File: src/sv/bsdsa_pkg.sv
`timescale 1ns / 1ps
// Shared package for the blocked sparse-dense score accumulator.
// Holds sizes, field and command codes and the structs used between modules.
// Depends on nothing.
package bsdsa_pkg;

    // Storage sizes.
    localparam int SAMPLES         = 256;
    localparam int VARIANTS        = 64;
    localparam int SCORES          = 16;
    localparam int EDGES_PER_SCORE = 64;

    localparam int SAMP_W  = $clog2(SAMPLES);
    localparam int VAR_W   = $clog2(VARIANTS);
    localparam int SCORE_W = $clog2(SCORES);
    localparam int EDGE_W  = $clog2(EDGES_PER_SCORE);

    localparam int DOSE_DEPTH = VARIANTS * SAMPLES;
    localparam int EDGE_DEPTH = SCORES * EDGES_PER_SCORE;
    localparam int ACC_DEPTH  = SCORES * SAMPLES;
    localparam int DOSE_AW    = $clog2(DOSE_DEPTH);
    localparam int EDGE_AW    = $clog2(EDGE_DEPTH);
    localparam int ACC_AW     = $clog2(ACC_DEPTH);

    // Field widths.
    localparam int DOSE_W       = 16;
    localparam int WEIGHT_W     = 24;
    localparam int ACC_W        = 48;
    localparam int PROD_W       = WEIGHT_W + DOSE_W + 1;
    localparam int EDGE_ENTRY_W = VAR_W + WEIGHT_W;
    localparam int IDX_W        = 8;

    // Configuration register widths and port.
    localparam int SC_CFG_W   = 9;
    localparam int VC_CFG_W   = 7;
    localparam int NS_CFG_W   = 5;
    localparam int CFG_IDX_W  = 2;
    localparam int CFG_DATA_W = 9;

    localparam logic [CFG_IDX_W-1:0] CFG_SAMPLE_COUNT = 2'd0;
    localparam logic [CFG_IDX_W-1:0] CFG_VARIANT_CAP  = 2'd1;
    localparam logic [CFG_IDX_W-1:0] CFG_SCORE_COUNT  = 2'd2;

    // Item function codes.
    localparam logic [1:0] FN_DOSE  = 2'd0;
    localparam logic [1:0] FN_EDGE  = 2'd1;
    localparam logic [1:0] FN_FLUSH = 2'd2;
    localparam logic [1:0] FN_READ  = 2'd3;

    // Result status codes.
    localparam logic [2:0] ST_OK    = 3'd0;
    localparam logic [2:0] ST_BAD   = 3'd1;
    localparam logic [2:0] ST_NOVAR = 3'd2;
    localparam logic [2:0] ST_EARLY = 3'd3;
    localparam logic [2:0] ST_FULL  = 3'd4;

    // Datapath operations issued by the controller.
    localparam int OP_W = 5;
    localparam logic [OP_W-1:0] OP_NONE      = 5'd0;
    localparam logic [OP_W-1:0] OP_CLR       = 5'd1;
    localparam logic [OP_W-1:0] OP_LATCH     = 5'd2;
    localparam logic [OP_W-1:0] OP_PRE       = 5'd3;
    localparam logic [OP_W-1:0] OP_DOSE      = 5'd4;
    localparam logic [OP_W-1:0] OP_EDGE      = 5'd5;
    localparam logic [OP_W-1:0] OP_FLBEGIN   = 5'd6;
    localparam logic [OP_W-1:0] OP_RDADDR    = 5'd7;
    localparam logic [OP_W-1:0] OP_RDCAP     = 5'd8;
    localparam logic [OP_W-1:0] OP_SCORE     = 5'd9;
    localparam logic [OP_W-1:0] OP_FLEND     = 5'd10;
    localparam logic [OP_W-1:0] OP_EREAD     = 5'd11;
    localparam logic [OP_W-1:0] OP_ELATCH    = 5'd12;
    localparam logic [OP_W-1:0] OP_NEXTSCORE = 5'd13;
    localparam logic [OP_W-1:0] OP_SREAD     = 5'd14;
    localparam logic [OP_W-1:0] OP_MUL       = 5'd15;
    localparam logic [OP_W-1:0] OP_ACCW      = 5'd16;
    localparam logic [OP_W-1:0] OP_NEXTEDGE  = 5'd17;
    localparam logic [OP_W-1:0] OP_RESP      = 5'd18;

    typedef struct packed {
        logic [1:0]                 func;
        logic [DOSE_W-1:0]          dosage;
        logic [IDX_W-1:0]           score_index;
        logic signed [WEIGHT_W-1:0] weight;
        logic [IDX_W-1:0]           sample_index;
    } t_in_item;

    typedef struct packed {
        logic [2:0]              status;
        logic signed [ACC_W-1:0] value;
    } t_out_item;

    typedef struct packed {
        logic [OP_W-1:0] op;
    } t_cmd;

    typedef struct packed {
        logic       clr_done;
        logic [1:0] func;
        logic       need_flush;
        logic       more_score;
        logic       more_edge;
        logic       more_samp;
        logic       out_busy;
    } t_sts;

endpackage

File: src/sv/bsdsa_ctrl.sv
`timescale 1ns / 1ps
// Controller state machine: sequences the post-reset clear, item decode, flush walk and response.
// Depends on bsdsa_pkg.
module bsdsa_ctrl import bsdsa_pkg::*; (
    input  logic i_clk,
    input  logic i_rst_n,
    input  logic i_in_valid,
    output logic o_in_ready,
    input  t_sts i_sts,
    output t_cmd o_cmd
);

    localparam logic [3:0] S_CLR  = 4'd0;
    localparam logic [3:0] S_IDLE = 4'd1;
    localparam logic [3:0] S_DEC  = 4'd2;
    localparam logic [3:0] S_DW   = 4'd3;
    localparam logic [3:0] S_RD   = 4'd4;
    localparam logic [3:0] S_FSC  = 4'd5;
    localparam logic [3:0] S_FED  = 4'd6;
    localparam logic [3:0] S_FEW  = 4'd7;
    localparam logic [3:0] S_FSM  = 4'd8;
    localparam logic [3:0] S_FMU  = 4'd9;
    localparam logic [3:0] S_FAD  = 4'd10;
    localparam logic [3:0] S_RESP = 4'd11;

    logic [3:0] r_state;
    logic [3:0] n_state;

    // Next state and the operation for the datapath.
    always_comb begin
        n_state    = r_state;
        o_cmd.op   = OP_NONE;
        o_in_ready = 1'b0;
        unique case (r_state)
            S_CLR: begin
                o_cmd.op = OP_CLR;
                if (i_sts.clr_done) n_state = S_IDLE;
            end
            S_IDLE: begin
                o_in_ready = 1'b1;
                if (i_in_valid) begin
                    o_cmd.op = OP_LATCH;
                    n_state  = S_DEC;
                end
            end
            S_DEC: begin
                unique case (i_sts.func)
                    FN_DOSE: begin
                        o_cmd.op = OP_PRE;
                        n_state  = i_sts.need_flush ? S_FSC : S_DW;
                    end
                    FN_EDGE: begin
                        o_cmd.op = OP_EDGE;
                        n_state  = S_RESP;
                    end
                    FN_FLUSH: begin
                        o_cmd.op = OP_FLBEGIN;
                        n_state  = S_FSC;
                    end
                    default: begin
                        o_cmd.op = OP_RDADDR;
                        n_state  = S_RD;
                    end
                endcase
            end
            S_DW: begin
                o_cmd.op = OP_DOSE;
                n_state  = S_RESP;
            end
            S_RD: begin
                o_cmd.op = OP_RDCAP;
                n_state  = S_RESP;
            end
            S_FSC: begin
                if (i_sts.more_score) begin
                    o_cmd.op = OP_SCORE;
                    n_state  = S_FED;
                end else begin
                    o_cmd.op = OP_FLEND;
                    n_state  = (i_sts.func == FN_DOSE) ? S_DW : S_RESP;
                end
            end
            S_FED: begin
                if (i_sts.more_edge) begin
                    o_cmd.op = OP_EREAD;
                    n_state  = S_FEW;
                end else begin
                    o_cmd.op = OP_NEXTSCORE;
                    n_state  = S_FSC;
                end
            end
            S_FEW: begin
                o_cmd.op = OP_ELATCH;
                n_state  = S_FSM;
            end
            S_FSM: begin
                if (i_sts.more_samp) begin
                    o_cmd.op = OP_SREAD;
                    n_state  = S_FMU;
                end else begin
                    o_cmd.op = OP_NEXTEDGE;
                    n_state  = S_FED;
                end
            end
            S_FMU: begin
                o_cmd.op = OP_MUL;
                n_state  = S_FAD;
            end
            S_FAD: begin
                o_cmd.op = OP_ACCW;
                n_state  = S_FSM;
            end
            S_RESP: begin
                if (!i_sts.out_busy) begin
                    o_cmd.op = OP_RESP;
                    n_state  = S_IDLE;
                end
            end
            default: begin
                n_state = S_IDLE;
            end
        endcase
    end

    // State register.
    always_ff @(posedge i_clk) begin
        if (!i_rst_n) begin
            r_state <= S_CLR;
        end else begin
            r_state <= n_state;
        end
    end

endmodule

File: config.mk
export PLATFORM = sky130hd
export DESIGN_NAME = bsdsa_ctrl
export DESIGN_NICKNAME = d
export VERILOG_FILES = /design/src/sv/bsdsa_pkg.sv /design/src/sv/bsdsa_ctrl.sv
export SDC_FILE = /design/constraint.sdc
export NUM_CORES = 1
export LEC_CHECK = 0
export BUFFER_PORTS_ARGS = -buffer_cell sky130_fd_sc_hd__buf_2
export CAP_MARGIN = 15
export CORE_UTILIZATION = 45
export CTS_BUF_LIST = sky130_fd_sc_hd__clkbuf_8
export CTS_CLUSTER_SIZE = 25
export DETAILED_ROUTE_END_ITERATION = 8
export PLACE_DENSITY = 0.77
export SLEW_MARGIN = 25
export SYNTH_ARGS = -nofsm -noshare
export SYNTH_HDL_FRONTEND = slang
export SYNTH_SLANG_ARGS = --single-unit
File: constraint.sdc
create_clock -name i_clk -period 1.58 [get_ports i_clk]
set_input_delay 0.395 -clock i_clk [delete_from_list [all_inputs] [get_ports i_clk]]
set_output_delay 0.395 -clock i_clk [all_outputs]
set_load 0.01 [all_outputs]
==> run summary, run 1 <==
Max Clock Freq: 551 MHz
Num CTS Buffers: 3
row count: 12
GRT Util Overall: 0.343
root buffer cell: clkbuf_8
RR Startpoint: r_state[2]
sequential fraction of the synthesis area: 0.136
post-synthesis cell type count: 39
CTS sink count: 4
RSZ-0062 raised after global routing: true
Placed Cells: 125
Final setup viols: 6
max reg flops: 4
proportion of synthesized area in mux cells: 0
outcome: finished with violations
drt first pass iters: 4
simple-gate portion of the synthesized area: 0.356
Hold Path Depth: 2
H-tree depth: 1
Reg with most FFs: r_state
Final Net Count: 131
GP Congestion: 0.863
WL/cell: 17.3 µm
crit end category: primary output
Filler cells: 74
die height: 38.1 µm
flops & latches, synth: 4
Reg2Reg Setup Slack: 30 ps
cells after synthesis: 82
slowest CP cell: dfxtp_2
critical path depth in cells: 5
xor and xnor fraction of the mapped netlist area: 0
initial antenna violation count: 0
Die W: 38.1 µm
Max transition margin: 0.780
vias in the first global route: 786
layout cells sized above 1: 0.534
clk_lat worst skew: 220 ps
vias per cell: 6.55
I/O Pins: 17
largest net degree at the start of global routing: 10
Post-CTS Hold Buffers: 0
crit path DAT: 1420 ps
largest family of logic cells by synthesized area: compound AO/OA/AOI/OAI gates
Worst Path Required: 1180 ps
Hold Path End: r_state[3]
Register Area: 90.1 µm²
crit-path cells: buf_6 -> nor3_2 -> nor4b_1 -> a221o_1 -> buf_2
MaxCap Viol Count: 0
DP HPWL: 1420 µm
Leakage Power: 0.000410 µW
Setup crit start kind: flip-flop
min cycle time layout: 1820 ps
Post-Syn Nets: 93
final WL: 2290 µm
power density cells: 928 nW/µm²
CTS tree: done
Yosys Warn Count: 0
CP Max Fanout: 9
Max VDD drop: 0.800 mV
DP Area: 798 µm²
antenna viol nets, final: 0
post-route worst setup slack: -236 ps
Netlist Area Pre-Place: 587 µm²
CORE AREA: 1160 µm²
Starting Density: 0.508
first-pass GRT wire length: 3460 µm
Synth Area in Adders: 0
failing checks: setup timing
WS Path Type: reg2out
full die area: 1450 µm²
final std cells w/o fill: 132
DRC Markers: 0
R2R Path End: r_state[2]
Inserted Diodes: 0
Iteration-0 DRC Markers: 32
clock buffer depth: 2
fin area: 956 µm²
Multi-input gate area: 513 µm²
Synth Area in Compound Gates: 0.403
Worst-path clk slew: 40 ps
Top Family by Delay on Critical Path: simple AND/OR/NAND/NOR gates
Area Growth Syn to Fin: 62.9%
syn avg cell area: 7.16 µm²
I/O Buffers: 16
Slew Viols, Final: 0
Bufs and invs on worst path: 2
clock skew: 6.16 ps
Hold Crit Class: in2reg
Worst Tran Pin Value: 326 ps
R2R cell count: 7
CP peak stage delay: 330 ps
final hold violation count: 0
biggest registers after layout: r_state x4
GR Overflow Total: 0
via count: 865
final cycle utilization of the critical path: 1.15
min-delay src: i_rst_n
## through the flow
step                hold slack, ps  total power (µW)  setup slack [ps]   util  setup TNS, ps
floorplan                      529               401              21.7      -              0
global placement               666               558              -135  0.690           -154
detailed placement             669               568              -162  0.690           -229
CTS                            432               831              -241  0.781           -770
global route                   445               938              -280  0.827          -1210
finish                         440               887              -236  0.827           -839
## how the worst max path moves through the flow
| stage | startpoint | endpoint |
|---|---|---|
| after floorplan | r_state[2] | o_cmd[0] |
| after global placement | i_sts[1] | o_cmd[0] |
| after detailed placement | i_sts[1] | o_cmd[0] |
| after CTS | r_state[2] | o_cmd[0] |
| after global routing | r_state[2] | o_cmd[2] |
| final | r_state[2] | o_cmd[2] |
## worst reg2reg max path, stage by stage (launching register included)
cell       delay [ps]
dfxtp_2           330
or4b_4            520
o21ai_2            80
a2bb2oi_2          80
buf_4             130
buf_4             120
buf_4             130
a21boi_2          100
## where the power goes
part | switching, µW | leakage, µW | internal (µW)
Clock | 56.2 | 0.0000216 | 163
Combinational | 252 | 0.000353 | 263
Sequential | 32.7 | 0.0000349 | 120
Total | 341 | 0.000410 | 546
## metal layers
layer / vias up / routed length [µm] / track usage
met3: 10 / 223 / 0.105
li1: 389 / - / -
met2: 69 / 1140 / 0.597
met4: 0 / 64 / 0.134
met5: - / 0 / 0
met1: 397 / 864 / 0.384
## final cells by class
type | count | area share
multi-input cells | 67 | 0.537
flip-flops and latches | 4 | 0.0942
well taps | 14 | 0.0183
clock buffers | 3 | 0.0432
inverters | 4 | 0.0157
repair buffers | 40 | 0.292
## logic make-up (layout without fill, tap and decap cells)
logic type             Yosys count  after routing
AO/OA/AOI/OAI                   33             33
buffers and inverters           11             47
AND/OR/NAND/NOR                 34             34
flip-flops                       4              4
## repair_timing
item / CTS / global route
setup buffers: 4 / 1
cloned: 0 / 0
endpoints found under the hold margin: 0 / 0
endpoints found under the setup margin: 6 / 7
pin swaps: 4 / 6
gates resized for setup: 12 / 12
## layout by cell type, fill, tap and decap left out, types with 4 or more instances in the layout
cell type,instances
buf_6,5
nor2b_1,6
nor2_1,4
a21oi_1,4
buf_4,19
buf_2,16
o21ai_0,5
nand2_1,4
## cell usage after synthesis
| cell type | number | area [µm²] |
|---|---|---|
| o21ai_1 | 1 | 5.00 |
| a2bb2oi_1 | 1 | 8.76 |
| nor2_1 | 5 | 18.8 |
| or4b_1 | 1 | 10.0 |
| or4_1 | 1 | 7.51 |
| buf_6 | 1 | 11.3 |
| a21oi_1 | 4 | 20.0 |
| nor4b_1 | 1 | 8.76 |
| inv_1 | 3 | 11.3 |
| a21boi_1 | 1 | 7.51 |
| a211o_1 | 2 | 17.5 |
| and2_1 | 1 | 6.26 |
| nor4_1 | 2 | 12.5 |
| a221o_1 | 1 | 10.0 |
| o2111ai_1 | 1 | 8.76 |
| nor4b_2 | 1 | 15.0 |
| a31oi_1 | 2 | 12.5 |
| a22oi_1 | 1 | 7.51 |
| o221ai_1 | 1 | 8.76 |
| nand3b_1 | 1 | 7.51 |
| o21bai_1 | 1 | 7.51 |
| o21ai_0 | 9 | 45.0 |
| nand2_1 | 4 | 15.0 |
| o21a_1 | 1 | 7.51 |
| nor3b_2 | 1 | 12.5 |
| nor2b_1 | 7 | 43.8 |
| dfxtp_1 | 4 | 80.1 |
| a21boi_2 | 1 | 11.3 |
| a22o_1 | 1 | 8.76 |
| o41a_1 | 1 | 11.3 |
| inv_2 | 1 | 3.75 |
| buf_2 | 4 | 20.0 |
| nor2_2 | 1 | 6.26 |
| nor3_1 | 4 | 20.0 |
| a32o_1 | 1 | 10.0 |
| buf_4 | 2 | 15.0 |
| o32a_1 | 2 | 20.0 |
| nand2b_1 | 4 | 25.0 |
| a311oi_1 | 1 | 8.76 |
Note: power is estimated with default switching activity, not from simulation.
==> inputs of run 2 (changes only) <==
- clock period: 1.58 -> 1.5 ns (I/O delays scaled with it)
==> run 2 against run 1 <==
Effect of this change: the run still ends with setup timing left; routed wire length increased by 69%; cell count increased by 8.3%; critical endpoint is now o_cmd[0]; cell area increased by 15%; core utilization increased by 12 points; critical path depth unchanged; total power increased by 30%; register-to-register slack got worse by 300 ps; sequential cell count unchanged; setup slack got worse by 280 ps; die area unchanged; first-iteration DRC count increased to 3.3 times the previous value; clock-buffer cell count unchanged.
==> run summary, run 2 (synthesis gave the netlist of run 1 again) <==
outcome: finished with violations (unchanged)
failing checks: setup timing (unchanged)
final WL: 3880 µm (was 2290 µm)
GR Overflow Total: 0 (unchanged)
Comb power frac: 0.644 (was 0.581)
antenna viol nets, final: 0 (unchanged)
Starting Density: 0.508 (unchanged)
Placed Cells: 132 (was 125)
Sw Share: 0.425 (was 0.385)
CORE AREA: 1160 µm² (unchanged)
clock buffer depth: 2 (unchanged)
Num CTS Buffers: 3 (unchanged)
Clk pwr share: 0.209 (was 0.247)
worst hold margin: 432 ps (was 440 ps)
Setup crit start kind: flip-flop (unchanged)
Slew Viols, Final: 0 (unchanged)
DP HPWL: 1520 µm (was 1420 µm)
initial antenna violation count: 0 (unchanged)
full die area: 1450 µm² (unchanged)
Worst-path clk slew: 40 ps (about the same)
final std cells w/o fill: 143 (was 132)
WL/cell: 27.1 µm (was 17.3 µm)
Final setup viols: 10 (was 6)
layout cells sized above 1: 0.636 (was 0.534)
MaxCap Viol Count: 0 (unchanged)
Leakage Power: 0.000478 µW (was 0.000410 µW)
drt first pass iters: 5 (was 4)
CTS sink count: 4 (unchanged)
biggest registers after layout: r_state x4 (unchanged)
final hold violation count: 0 (unchanged)
I/O Pins: 17 (unchanged)
vias per cell: 7.85 (was 6.55)
P_int: 663 µW (was 546 µW)
Reg2Reg Setup Slack: -270 ps (was 30 ps)
Flop pwr share: 0.147 (was 0.173)
WS Path Type: reg2out (unchanged)
CTS tree: done (unchanged)
die height: 38.1 µm (unchanged)
Filler cells: 34 (was 74)
I/O Buffers: 16 (unchanged)
H-tree depth: 1 (unchanged)
crit end category: primary output (unchanged)
RSZ-0062 raised after global routing: true (unchanged)
first-pass GRT wire length: 3760 µm (was 3460 µm)
Worst Path Required: 1120 ps (was 1180 ps)
Final Net Count: 142 (was 131)
Hold Crit Class: in2reg (unchanged)
Max transition margin: 0.787 (was 0.780)
row count: 12 (unchanged)
CP Max Fanout: 5 (was 9)
largest net degree at the start of global routing: 10 (unchanged)
most frequent cells in the layout: buf_4, buf_2, buf_6 (was buf_4, buf_2, nor2b_1)
root buffer cell: clkbuf_8 (unchanged)
GP Congestion: 0.855 (was 0.863)
final cycle utilization of the critical path: 1.34
clk_lat worst skew: 220 ps (about the same)
via count: 1123 (was 865)
DRC Markers: 0 (unchanged)
post-route worst setup slack: -516 ps (was -236 ps)
GRT Util Overall: 0.375 (was 0.343)
Die W: 38.1 µm (unchanged)
clock skew: 6.46 ps (was 6.16 ps)
max reg flops: 4 (unchanged)
min cycle time layout: 2020 ps
Inserted Diodes: 0 (unchanged)
Worst Tran Pin Value: 317 ps (was 326 ps)
Iteration-0 DRC Markers: 105 (was 32)
Multi-input gate area: 551 µm² (was 513 µm²)
Register Area: 95.1 µm² (was 90.1 µm²)
Reg with most FFs: r_state (unchanged)
Max VDD drop: 0.865 mV (was 0.800 mV)
power density cells: 1050 nW/µm² (was 928 nW/µm²)
commonest non-fill, non-tap cell in the layout: buf_4 (unchanged)
Post-CTS Hold Buffers: 0 (unchanged)
Area Growth Syn to Fin: 87.2% (was 62.9%)
vias in the first global route: 847 (was 786)
crit path DAT: 1640 ps (was 1420 ps)
Max Clock Freq: 496 MHz
sw power: 490 µW (was 341 µW)
run 2: cell types whose count changed in the layout (fill, tap and decap cells not counted), moves of 2 or more:
cell     delta
buf_4       +7
buf_6       +2
dfxtp_2     -2
dfxtp_4     +2
nand2_1     -2
nand2_2     +2
o21ai_0     -3
o21ai_2     +2
run 2: path summary, 6_finish.rpt:
kind              start    endpoint  depth (start not counted)
min reg2reg  r_state[2]  r_state[1]                          3
max          r_state[1]    o_cmd[0]                          5
max reg2reg  r_state[1]  r_state[0]                          7
min             i_rst_n  r_state[3]                          2
run 2: final cells by class:
| class | instances | share of cell area |
|---|---|---|
| flip-flops and latches | 4 | 0.0866 |
| clock buffers | 3 | 0.0376 |
| inverters | 4 | 0.0137 |
| multi-input cells | 67 | 0.501 |
| well taps | 14 | 0.0159 |
| repair buffers | 51 | 0.345 |
run 2: power groups by stage:
stage	Combinational [µW]	Sequential, µW	Clock, µW
after floorplan	301	139	0
after global placement	486	158	0
after detailed placement	502	157	0
after CTS	562	161	233
after global routing	756	170	243
final	743	169	241
run 2: worst max-delay path, stage by stage, from the launching register on:
cell       delay, ps
dfxtp_4          360
or4b_1           560
o21ai_1          190
a2bb2oi_2        110
o21ai_2           70
buf_2            140
run 2: per-stage QoR:
stage               utilization  setup WS (ps)  instance area, µm²  TNS (ps)  total power (µW)
floorplan                     -          -4.85                 619     -4.85               440
global placement          0.760           -200                 878      -681               644
detailed placement        0.760           -216                 878      -718               659
CTS                       0.866           -317                1000     -1140               956
global route              0.950           -544                1100     -2790              1170
finish                    0.950           -516                1100     -2480              1150
run 2: metal layers:
metal / part of all wire / track usage
met1: 0.32 / 0.397
met2: 0.40 / 0.725
met3: 0.16 / 0.0581
met4: 0.12 / 0.134
met5: 0 / 0
run 2: timing repair:
action                                  CTS  global route
buffers inserted                          3             7
pin swaps                                 7             9
hold endpoints to repair                  0             0
resized for setup                        18            19
endpoints found under the setup margin    9            10
gates cloned                              0             1
==> inputs of run 3 (changes only) <==
- CELL_PAD_IN_SITES_DETAIL_PLACEMENT: unset -> 0
- CELL_PAD_IN_SITES_GLOBAL_PLACEMENT: unset -> 1
- CORE_UTILIZATION: 45 -> 33
- PLACE_DENSITY: 0.77 -> 0.79
==> run 3 against run 2 <==
Effect of this change: the run ends with DRC, setup timing left; sequential power down 5%; cell area is 4.1% lower; sequential cell count unchanged; global-route usage is 15 points lower; core utilization down 28 points; critical path depth rose by 1; die area increased by 34%.
==> run summary, run 3 (synthesis gave the netlist of run 1 again) <==
GRT met1 Usage: 0.286 (was 0.397)
Area Growth Syn to Fin: 79.5% (was 87.2%)
M2 GR Usage: 0.376 (was 0.725)
Reg2Reg Setup Slack: -60 ps (was -270 ps)
I/O Buffers: 16 (unchanged)
Hold Crit Class: in2reg (unchanged)
Max VDD drop: 0.624 mV (was 0.865 mV)
crit path launch: r_state[3] (was r_state[1])
crit path DAT: 1410 ps (was 1640 ps)
final std cells w/o fill: 140 (was 143)
clock buffer depth: 2 (unchanged)
root buffer cell: clkbuf_8 (unchanged)
Design Power: 990 µW (was 1150 µW)
max reg flops: 4 (unchanged)
Worst Tran Pin Value: 335 ps (was 317 ps)
Post-CTS Hold Buffers: 0 (unchanged)
clock skew: 4.28 ps (was 6.46 ps)
GR peak layer: met2 (unchanged)
Placed Cells: 133 (was 132)
drt first pass iters: 6 (was 5)
Setup crit start kind: flip-flop (unchanged)
GR Util met3: 0.0531 (was 0.0581)
R2R cell count: 6 (was 7)
CP Capture Point: o_cmd[2] (was o_cmd[0])
Worst-path clk slew: 30 ps (was 40 ps)
Final setup viols: 8 (was 10)
MaxCap Viol Count: 0 (unchanged)
full die area: 1950 µm² (was 1450 µm²)
largest net degree at the start of global routing: 17 (was 10)
CTS sink count: 4 (unchanged)
DRC Markers: 3 (was 0)
min-delay src: i_rst_n (unchanged)
Num CTS Buffers: 3 (unchanged)
crit end category: primary output (unchanged)
min cycle time layout: 1790 ps (was 2020 ps)
via count: 803 (was 1123)
Max transition margin: 0.775 (was 0.787)
Starting Density: 0.372 (was 0.508)
Inserted Diodes: 0 (unchanged)
GRT Util Overall: 0.229 (was 0.375)
most frequent cells in the layout: buf_4, buf_2, nor2b_1, buf_6 (was buf_4, buf_2, buf_6)
RR Startpoint: r_state[1] (unchanged)
CP Max Fanout: 8 (was 5)
H-tree depth: 1 (unchanged)
vias in the first global route: 775 (was 847)
R2R Path End: r_state[0] (unchanged)
DP HPWL: 1510 µm (was 1520 µm)
commonest non-fill, non-tap cell in the layout: buf_4 (unchanged)
first-pass GRT wire length: 3290 µm (was 3760 µm)
GP Congestion: 0.941 (was 0.855)
WS Path Type: reg2out (unchanged)
CORE AREA: 1580 µm² (was 1160 µm²)
CTS tree: done (unchanged)
Leakage Power: 0.000451 µW (was 0.000478 µW)
failing checks: DRC, setup timing (was setup timing)
Iteration-0 DRC Markers: 12 (was 105)
power density cells: 940 nW/µm² (was 1050 nW/µm²)
Die W: 44.2 µm (was 38.1 µm)
layout cells sized above 1: 0.573 (was 0.636)
clk_lat worst skew: 220 ps (about the same)
Max Clock Freq: 560 MHz (was 496 MHz)
final hold violation count: 0 (unchanged)
row count: 14 (was 12)
die height: 44.2 µm (was 38.1 µm)
vias per cell: 5.74 (was 7.85)
post-route worst setup slack: -287 ps (was -516 ps)
Worst Path Required: 1120 ps (about the same)
Slew Viols, Final: 0 (unchanged)
final WL: 2010 µm (was 3880 µm)
GR Overflow Total: 0 (unchanged)
WL/cell: 14.3 µm (was 27.1 µm)
initial antenna violation count: 0 (unchanged)
Final Net Count: 137 (was 142)
biggest registers after layout: r_state x4 (unchanged)
antenna viol nets, final: 0 (unchanged)
final cycle utilization of the critical path: 1.19 (was 1.34)
RSZ-0062 raised after global routing: true (unchanged)
I/O Pins: 17 (unchanged)
Reg with most FFs: r_state (unchanged)
outcome: finished with violations (unchanged)
-- run 3: cell types whose count changed in the layout (fill, tap and decap cells not counted), moves of 2 or more --
cell,delta
buf_4,-3
buf_6,-2
inv_2,-2
nand2_1,+2
nand2_2,-2
o21ai_0,+2
o21ai_2,-2
-- run 3: what timing repair did --
action                     in CTS  in global routing
gates resized for setup        14                 13
pin swaps                       4                  7
setup buffers                   2                  3
gates cloned                    0                  1
setup endpoints to repair       7                  9
-- run 3: worst min-delay path by stage --
stage	endpoint	depth (start not counted)	slack, ps
floorplan	r_state[3]	1	500
global placement	r_state[3]	2	640
detailed placement	r_state[3]	2	640
CTS	r_state[3]	2	420
global route	r_state[3]	2	420
finish	r_state[3]	2	410
-- run 3: area by class of cell --
| type | instances | area, µm² |
|---|---|---|
| Fill cell | 135 | 523 |
| Tap cell | 16 | 20.0 |
| Timing Repair Buffer | 46 | 354 |
| Multi-Input combinational cell | 67 | 526 |
| Inverter | 4 | 17.5 |
| Clock buffer | 3 | 41.3 |
| Sequential cell | 4 | 95.1 |
-- run 3: metal layers --
metal	share of wire	routed length, µm
met4	0.020	40
met3	0.047	95
met1	0.43	855
met2	0.51	1020
met5	0	0
-- run 3: power by group --
group / switching, µW / internal, µW / total (µW)
Sequential: 32.2 / 128 / 160
Clock: 54.7 / 171 / 226
Combinational: 268 / 336 / 604
Total: 355 / 635 / 990
-- run 3: critical path, stage by stage, from the launching register on --
cell and delay, ps:
dfxtp_4 350, buf_12 140, nand2b_4 80, nor2_2 50
o21bai_1 140, a221o_1 280, buf_2 140
-- run 3: metrics by stage --
stage	hold WS, ps	setup TNS (ps)	instance area, µm²	util	worst slack, ps
2_1_floorplan	501	-4.85	619	-	-4.85
4_1_cts	416	-1290	965	0.612	-317
5_1_grt	424	-1560	1050	0.668	-329
6_report	414	-1140	1050	0.668	-287
3_3_place_gp	643	-390	873	0.554	-201
3_5_place_dp	644	-465	873	0.554	-225
